===== src/design/pstt_pkg.sv =====
// shared types and constants for the periodic software timer table
// no dependencies; used by periodic_software_timer_table_core
package pstt_pkg;

    localparam int TIMER_SLOTS = 16;
    localparam int MAX_FIRES   = 16;

    localparam int SLOT_W   = 4;
    localparam int TIME_W   = 32;
    localparam int ACTION_W = 3;
    localparam int IDX_W    = (TIMER_SLOTS > 1) ? $clog2(TIMER_SLOTS) : 1;
    localparam int CNT_W    = $clog2(TIMER_SLOTS + 1);
    localparam int FIRE_W   = $clog2(MAX_FIRES + 1);

    localparam int IN_DATA_W  = ((SLOT_W + 2 * TIME_W + 7) / 8) * 8;
    localparam int OUT_DATA_W = ((SLOT_W + 7) / 8) * 8;

    typedef enum logic [ACTION_W-1:0] {
        ACT_TICK   = 3'd0,
        ACT_INIT   = 3'd1,
        ACT_PERIOD = 3'd2,
        ACT_RUN    = 3'd3,
        ACT_STOP   = 3'd4,
        ACT_UNLIST = 3'd5,
        ACT_RELIST = 3'd6,
        ACT_NONE   = 3'd7
    } action_t;

endpackage


===== src/design/pstt_ram.sv =====
// generic single write port ram with one registered read port
// no dependencies
module pstt_ram #(
    parameter int WIDTH = 32,
    parameter int DEPTH = 16,
    parameter int AW    = (DEPTH > 1) ? $clog2(DEPTH) : 1
) (
    input  logic             clk,
    input  logic             we,
    input  logic [AW-1:0]    waddr,
    input  logic [WIDTH-1:0] wdata,
    input  logic [AW-1:0]    raddr,
    output logic [WIDTH-1:0] rdata
);

    logic [WIDTH-1:0] mem [DEPTH];

    always_ff @(posedge clk)
    begin
        if (we)
        begin
            mem[waddr] <= wdata;
        end
        rdata <= mem[raddr];
    end

endmodule


===== src/design/periodic_software_timer_table_core.sv =====
// Periodic timer table. Actions other than tick are taken straight from idle. A tick
// walks the slots through the period and event memories one slot per cycle (one read
// port per memory, registered read), but the walk stalls while a fire waits on a full
// output register. Fires leave in ascending slot order; tlast marks the final fire
// of a tick, and a tick with nothing due sends no result. Memories come up zero
// through per-entry valid bits, so no clearing pass runs after reset.
// depends on pstt_pkg and pstt_ram
module periodic_software_timer_table_core (
    input  logic                            clk,
    input  logic                            rst_n,
    input  logic                            s_tvalid,
    output logic                            s_tready,
    // slot [3:0], period_value [35:4], now [67:36], zero fill above
    input  logic [pstt_pkg::IN_DATA_W-1:0]  s_tdata,
    // action [2:0]
    input  logic [pstt_pkg::ACTION_W-1:0]   s_tuser,
    output logic                            m_tvalid,
    input  logic                            m_tready,
    // fired_slot [3:0], zero fill above
    output logic [pstt_pkg::OUT_DATA_W-1:0] m_tdata,
    output logic                            m_tlast
);

    localparam int IW = pstt_pkg::IDX_W;
    localparam int TW = pstt_pkg::TIME_W;
    localparam int NS = pstt_pkg::TIMER_SLOTS;

    typedef enum logic {
        ST_IDLE,
        ST_SCAN
    } state_t;

    state_t                       state_reg, state_next;
    logic [NS-1:0]                listed_reg, listed_next;
    logic [NS-1:0]                active_reg, active_next;
    logic [NS-1:0]                per_ok_reg, per_ok_next;
    logic [NS-1:0]                ev_ok_reg, ev_ok_next;
    logic [pstt_pkg::CNT_W-1:0]   issue_reg, issue_next;
    logic                         chk_valid_reg, chk_valid_next;
    logic [IW-1:0]                chk_idx_reg, chk_idx_next;
    logic [pstt_pkg::FIRE_W-1:0]  fire_cnt_reg, fire_cnt_next;
    logic                         pend_valid_reg, pend_valid_next;
    logic [IW-1:0]                pend_idx_reg, pend_idx_next;
    logic [TW-1:0]                now_reg, now_next;
    logic                         out_valid_reg, out_valid_next;
    logic [pstt_pkg::SLOT_W-1:0]  out_slot_reg, out_slot_next;
    logic                         out_last_reg, out_last_next;

    logic [pstt_pkg::SLOT_W-1:0]  in_slot;
    logic [TW-1:0]                in_period;
    logic [TW-1:0]                in_now;
    pstt_pkg::action_t            in_action;
    logic                         accept;
    logic                         in_range;
    logic [IW-1:0]                slot_idx;

    logic                         per_we, ev_we;
    logic [IW-1:0]                per_waddr, ev_waddr;
    logic [TW-1:0]                per_wdata, ev_wdata;
    logic [IW-1:0]                raddr;
    logic [TW-1:0]                per_rdata, ev_rdata;

    logic [TW-1:0]                chk_per, chk_ev, elapsed;
    logic                         due, out_free, stall, scan_end;

    assign in_slot   = s_tdata[pstt_pkg::SLOT_W-1:0];
    assign in_period = s_tdata[pstt_pkg::SLOT_W +: TW];
    assign in_now    = s_tdata[pstt_pkg::SLOT_W + TW +: TW];
    assign in_action = pstt_pkg::action_t'(s_tuser);
    assign s_tready  = (state_reg == ST_IDLE);
    assign accept    = s_tvalid && s_tready;
    assign in_range  = 32'(in_slot) < 32'(NS);
    assign slot_idx  = IW'(in_slot);

    assign m_tvalid = out_valid_reg;
    assign m_tdata  = pstt_pkg::OUT_DATA_W'(out_slot_reg);
    assign m_tlast  = out_last_reg;

    // scan check stage: memory data for chk_idx_reg arrives this cycle
    assign chk_per  = per_ok_reg[chk_idx_reg] ? per_rdata : '0;
    assign chk_ev   = ev_ok_reg[chk_idx_reg] ? ev_rdata : '0;
    assign elapsed  = now_reg - chk_ev;
    assign due      = (state_reg == ST_SCAN) && chk_valid_reg
                      && listed_reg[chk_idx_reg] && active_reg[chk_idx_reg]
                      && (elapsed >= chk_per)
                      && (fire_cnt_reg < pstt_pkg::FIRE_W'(pstt_pkg::MAX_FIRES));
    assign out_free = !out_valid_reg || m_tready;
    // a new fire pushes the held one out; wait when the output is still full
    assign stall    = due && pend_valid_reg && !out_free;
    assign scan_end = (state_reg == ST_SCAN) && !chk_valid_reg
                      && (issue_reg == pstt_pkg::CNT_W'(NS));

    // on a stall the same entry is read again so its data is there next cycle
    assign raddr = stall ? chk_idx_reg : IW'(issue_reg);

    always_comb
    begin
        per_we    = 1'b0;
        per_waddr = slot_idx;
        per_wdata = '0;
        ev_we     = 1'b0;
        ev_waddr  = slot_idx;
        ev_wdata  = '0;
        if (state_reg == ST_SCAN)
        begin
            ev_we    = due && !stall;
            ev_waddr = chk_idx_reg;
            ev_wdata = now_reg;
        end
        else if (accept && in_range)
        begin
            unique case (in_action)
                pstt_pkg::ACT_INIT:
                begin
                    per_we = 1'b1;
                    ev_we  = 1'b1;
                end
                pstt_pkg::ACT_PERIOD:
                begin
                    per_we    = 1'b1;
                    per_wdata = in_period;
                end
                pstt_pkg::ACT_RUN:
                begin
                    ev_we    = 1'b1;
                    ev_wdata = in_now;
                end
                default:
                begin
                end
            endcase
        end
    end

    always_comb
    begin
        state_next      = state_reg;
        listed_next     = listed_reg;
        active_next     = active_reg;
        per_ok_next     = per_ok_reg;
        ev_ok_next      = ev_ok_reg;
        issue_next      = issue_reg;
        chk_valid_next  = chk_valid_reg;
        chk_idx_next    = chk_idx_reg;
        fire_cnt_next   = fire_cnt_reg;
        pend_valid_next = pend_valid_reg;
        pend_idx_next   = pend_idx_reg;
        now_next        = now_reg;
        out_valid_next  = out_valid_reg && !m_tready;
        out_slot_next   = out_slot_reg;
        out_last_next   = out_last_reg;

        if (per_we)
        begin
            per_ok_next[per_waddr] = 1'b1;
        end
        if (ev_we)
        begin
            ev_ok_next[ev_waddr] = 1'b1;
        end

        unique case (state_reg)
            ST_IDLE:
            begin
                if (accept)
                begin
                    if (in_action == pstt_pkg::ACT_TICK)
                    begin
                        state_next      = ST_SCAN;
                        now_next        = in_now;
                        issue_next      = '0;
                        chk_valid_next  = 1'b0;
                        fire_cnt_next   = '0;
                        pend_valid_next = 1'b0;
                    end
                    else if (in_range)
                    begin
                        unique case (in_action)
                            pstt_pkg::ACT_INIT:
                            begin
                                active_next[slot_idx] = 1'b0;
                                listed_next[slot_idx] = 1'b1;
                            end
                            pstt_pkg::ACT_RUN:    active_next[slot_idx] = 1'b1;
                            pstt_pkg::ACT_STOP:   active_next[slot_idx] = 1'b0;
                            pstt_pkg::ACT_UNLIST: listed_next[slot_idx] = 1'b0;
                            pstt_pkg::ACT_RELIST: listed_next[slot_idx] = 1'b1;
                            default:
                            begin
                            end
                        endcase
                    end
                end
            end
            ST_SCAN:
            begin
                if (!stall)
                begin
                    if (issue_reg != pstt_pkg::CNT_W'(NS))
                    begin
                        chk_valid_next = 1'b1;
                        chk_idx_next   = IW'(issue_reg);
                        issue_next     = issue_reg + 1'b1;
                    end
                    else
                    begin
                        chk_valid_next = 1'b0;
                    end
                end
                if (due && !stall)
                begin
                    fire_cnt_next   = fire_cnt_reg + 1'b1;
                    pend_valid_next = 1'b1;
                    pend_idx_next   = chk_idx_reg;
                    if (pend_valid_reg)
                    begin
                        out_valid_next = 1'b1;
                        out_slot_next  = pstt_pkg::SLOT_W'(pend_idx_reg);
                        out_last_next  = 1'b0;
                    end
                end
                if (scan_end)
                begin
                    if (!pend_valid_reg)
                    begin
                        state_next = ST_IDLE;
                    end
                    else if (out_free)
                    begin
                        out_valid_next  = 1'b1;
                        out_slot_next   = pstt_pkg::SLOT_W'(pend_idx_reg);
                        out_last_next   = 1'b1;
                        pend_valid_next = 1'b0;
                        state_next      = ST_IDLE;
                    end
                end
            end
            default:
            begin
                state_next = ST_IDLE;
            end
        endcase
    end

    always_ff @(posedge clk or negedge rst_n)
    begin
        if (!rst_n)
        begin
            state_reg      <= ST_IDLE;
            listed_reg     <= '0;
            active_reg     <= '0;
            per_ok_reg     <= '0;
            ev_ok_reg      <= '0;
            issue_reg      <= '0;
            chk_valid_reg  <= 1'b0;
            chk_idx_reg    <= '0;
            fire_cnt_reg   <= '0;
            pend_valid_reg <= 1'b0;
            pend_idx_reg   <= '0;
            now_reg        <= '0;
            out_valid_reg  <= 1'b0;
            out_slot_reg   <= '0;
            out_last_reg   <= 1'b0;
        end
        else
        begin
            state_reg      <= state_next;
            listed_reg     <= listed_next;
            active_reg     <= active_next;
            per_ok_reg     <= per_ok_next;
            ev_ok_reg      <= ev_ok_next;
            issue_reg      <= issue_next;
            chk_valid_reg  <= chk_valid_next;
            chk_idx_reg    <= chk_idx_next;
            fire_cnt_reg   <= fire_cnt_next;
            pend_valid_reg <= pend_valid_next;
            pend_idx_reg   <= pend_idx_next;
            now_reg        <= now_next;
            out_valid_reg  <= out_valid_next;
            out_slot_reg   <= out_slot_next;
            out_last_reg   <= out_last_next;
        end
    end

    pstt_ram #(
        .WIDTH (TW),
        .DEPTH (NS)
    ) u_period_ram (
        .clk   (clk),
        .we    (per_we),
        .waddr (per_waddr),
        .wdata (per_wdata),
        .raddr (raddr),
        .rdata (per_rdata)
    );

    pstt_ram #(
        .WIDTH (TW),
        .DEPTH (NS)
    ) u_event_ram (
        .clk   (clk),
        .we    (ev_we),
        .waddr (ev_waddr),
        .wdata (ev_wdata),
        .raddr (raddr),
        .rdata (ev_rdata)
    );

endmodule

===== config.mk =====
export PLATFORM = sky130hd
export DESIGN_NAME = periodic_software_timer_table_core
export DESIGN_NICKNAME = d
export VERILOG_FILES = /design/src/design/pstt_pkg.sv /design/src/design/pstt_ram.sv /design/src/design/periodic_software_timer_table_core.sv
export SDC_FILE = /design/constraint.sdc
export NUM_CORES = 2
export LEC_CHECK = 0
export ABC_AREA = 1
export BUFFER_PORTS_ARGS = -buffer_cell sky130_fd_sc_hd__buf_2
export CORE_ASPECT_RATIO = 1.1
export CORE_MARGIN = 8
export CORE_UTILIZATION = 40
export DETAILED_ROUTE_END_ITERATION = 10
export GPL_ROUTABILITY_DRIVEN = 0
export GPL_TIMING_DRIVEN = 0
export PLACE_DENSITY = 0.65
export SLEW_MARGIN = 30
export SYNTH_ARGS = -nofsm -noshare
export SYNTH_HDL_FRONTEND = slang
export SYNTH_SLANG_ARGS = --single-unit

===== constraint.sdc =====
create_clock -name clk -period 7.1 [get_ports clk]
set_input_delay 0.355 -clock clk [delete_from_list [all_inputs] [get_ports clk]]
set_output_delay 0.355 -clock clk [all_outputs]
set_load 0.05 [all_outputs]

==> run summary <==
status - finished clean
area leader, netlist - edfxtp_1
ys async rst share - 10.2%
Vias/cell - 5.30
die area - 149000 um2
CP Max Fanout - 10
ys flop type - edfxtp_1
final core utilization - 47.4%
Fillers - 12093
IO Pins - 90
ranking of synthesized cells by area - edfxtp_1, nand2_1, nand3_1, inv_1, dfrtp_1
grt ovf - 0
Yosys reg bits - 1211
Initial Utilization - 40.2%
largest net degree at the start of global routing - 73
Seq/Total Area, Yosys - 64.2%
Setup Crit Path Kind - flop to flop
Die Y - 404 um
Layout Cell Area excl Fill - 64400 um2
WL final - 179 mm
TritonCTS buffer count - 130
H-tree depth - 4
post-synth cell types - 50
Pwr per Cell Area - 507 nW/um2
Area growth syn-to-layout - 17.9%
Synth Area in Adders - 1.55%
EDFF count, synth - 1024
Yosys Warn Count - 0
first-pass GRT wire length - 258 mm
CP endpoint kind - flop
FF+latch area - 35100 um2
top-count cell post-synth - nand2_1
Area after DPL - 59200 um2
Die W - 368 um
post-synthesis mux area share - 0.0412%
critical path's slowest cell - buf_2
Worst path max stage delay - 0.43 ns
fin nets - 6065
Period minus WS final - 6.89 ns
initial antenna violation count - 7
top flop regs - u_event_ram.mem x512, u_period_ram.mem x512
XOR/XNOR share of the synthesized area - 0.497%
TritonCTS clock tree - yes
1st-pass router iterations - 8
Global Route Usage Sum - 23.4%
wire per inst - 22.8 um
Multi-input gate area - 14600 um2
Worst Tran Pin Value - 0.996 ns
Synth Area in Simple Gates - 21.1%
max_slew headroom - 33.3%
post-DP HPWL - 124 mm
Post-Synthesis Cell Area - 54600 um2
Max Transition Viols Final - 0
clk_skew - 0.0368 ns
Crit path required time - 7.78 ns
total power - 32700 uW
vias in the first global route - 39407
1st-iter DRT viols - 5311
HP Class - input pin to flop
synthesized-area fraction occupied by ao, oa, aoi and oai cells - 2.72%
row count - 142
MaxCap Viol Count - 0
DRC Markers - 0
Final Setup Violations - 0
Vias - 41463
Hold Fails Final Rpt - 0
Startpoint Class - flop
largest family of logic cells by synthesized area - simple AND/OR/NAND/NOR gates
top cells by count, synth - nand2_1, inv_1, edfxtp_1, nand3_1, buf_2
Synth Area per Inst - 9.85 um2
Post-Syn Instances - 5550
Buffers on Ports - 81
Clk Latency, worst-skew pair - 0.75 ns
final period utilization - 97.1%
highest clock rate - 0.145 GHz
Worst Path Arrival - 7.57 ns
share of cells above drive strength 1 - 11.6%
Leak Pwr - 0.0280 uW
Clock Path Buffers - 3
maximum VDD drop - 306 uV
core outline area - 136000 um2
clock sinks - 1211
Reg clk slew, reported paths - 0.06 ns
post-detailed-route count of antenna-violating nets - 0
clock root buffer - clkbuf_16
final setup TNS - 0 ns
Synth top area share - 56.3%
==> critical path: cells and delay by family (launching register included) <==
kind / cells / cell delay [ns]
flip-flops: 1 / 0.32
AO/OA/AOI/OAI: 8 / 1.47
AND/OR/NAND/NOR: 19 / 2.25
buffers and inverters: 8 / 1.83
XOR/XNOR: 1 / 0.20
adder cells (fa/ha/maj): 2 / 0.73
==> layout make-up <==
cell class                      count  area share [%]
Sequential cell                  1211            54.5
Multi-Input combinational cell   2981            22.7
Inverter                         1088            6.35
Clock buffer                      182            5.68
Timing Repair Buffer              234            4.08
Tap cell                         1800            3.50
Buffer                            273            2.43
Clock inverter                     54           0.779
Antenna cell                        4          0.0155
==> worst paths after layout <==
path	cells past startpoint	from	end	slack [ns]
min in group asynchronous	2	rst_n	asynchronous set/reset pin	0.12
hold reg to reg	2	ev_ok_reg[6]$_DFFE_PN0N_	ev_ok_reg[6]$_DFFE_PN0N_	0.46
setup reg to reg	38	chk_idx_reg[0]$_DFFE_PN0P_	u_event_ram.rdata[8]$_DFF_P_	0.21
setup / recovery	38	chk_idx_reg[0]$_DFFE_PN0P_	u_event_ram.rdata[8]$_DFF_P_	0.21
hold / removal	3	s_tdata[14]	u_period_ram.mem[11][10]$_DFFE_PP_	0.1
max in group asynchronous	3	rst_n	now_reg[8]$_DFFE_PN0P_	6.19
==> what timing repair did <==
action,4_1_cts,5_1_grt
hold endpoints to repair,150,0
endpoints found under the setup margin,605,592
pin swaps,12,7
resized for setup,106,40
buffers inserted,18,8
hold buffers,34,0
==> cells by family (layout without fill, tap and decap cells) <==
family / after synthesis / after routing
buffers and inverters: 1361 / 1831
adder cells (fa/ha/maj): 67 / 67
AO/OA/AOI/OAI: 246 / 246
AND/OR/NAND/NOR: 2631 / 2631
multiplexers: 2 / 2
XOR/XNOR: 31 / 31
other: 1 / 8
flip-flops: 1211 / 1211
==> report_power, final <==
group	internal [uW]	switching, uW
sequential	8630	341
combinational	4860	12100
clock	3920	2790
total	17400	15200
==> cell usage in the layout (no fill, tap or decap), drive strengths merged, types with 66 or more instances in the layout <==
| cell | netlist | routed |
|---|---|---|
| o21ai | 115 | 115 |
| buf | 181 | 374 |
| a21oi | 73 | 73 |
| nor2 | 127 | 127 |
| dfrtp | 123 | 123 |
| edfxtp | 1024 | 1024 |
| nand2 | 1396 | 1396 |
| nand3 | 998 | 998 |
| inv | 1088 | 1091 |
| ha | 66 | 66 |
| clkbuf | 92 | 280 |
==> metrics by stage <==
step                hold WS [ns]  instances  worst slack (ns)
CTS                       0.0803       7815            -0.145
finish                    0.0967       7827             0.206
floorplan                 0.0594       5553             0.353
global placement           0.440       7434             -3.48
global route               0.107       7823           -0.0389
detailed placement         0.303       7527             -1.69
==> metal layers <==
metal,wire [um],GRT usage [%]
met5,28,0
met4,10300,12.0
met3,18800,4.83
met2,81200,37.3
met1,68300,30.1
No activity file was read; power rests on OpenSTA's default activity.
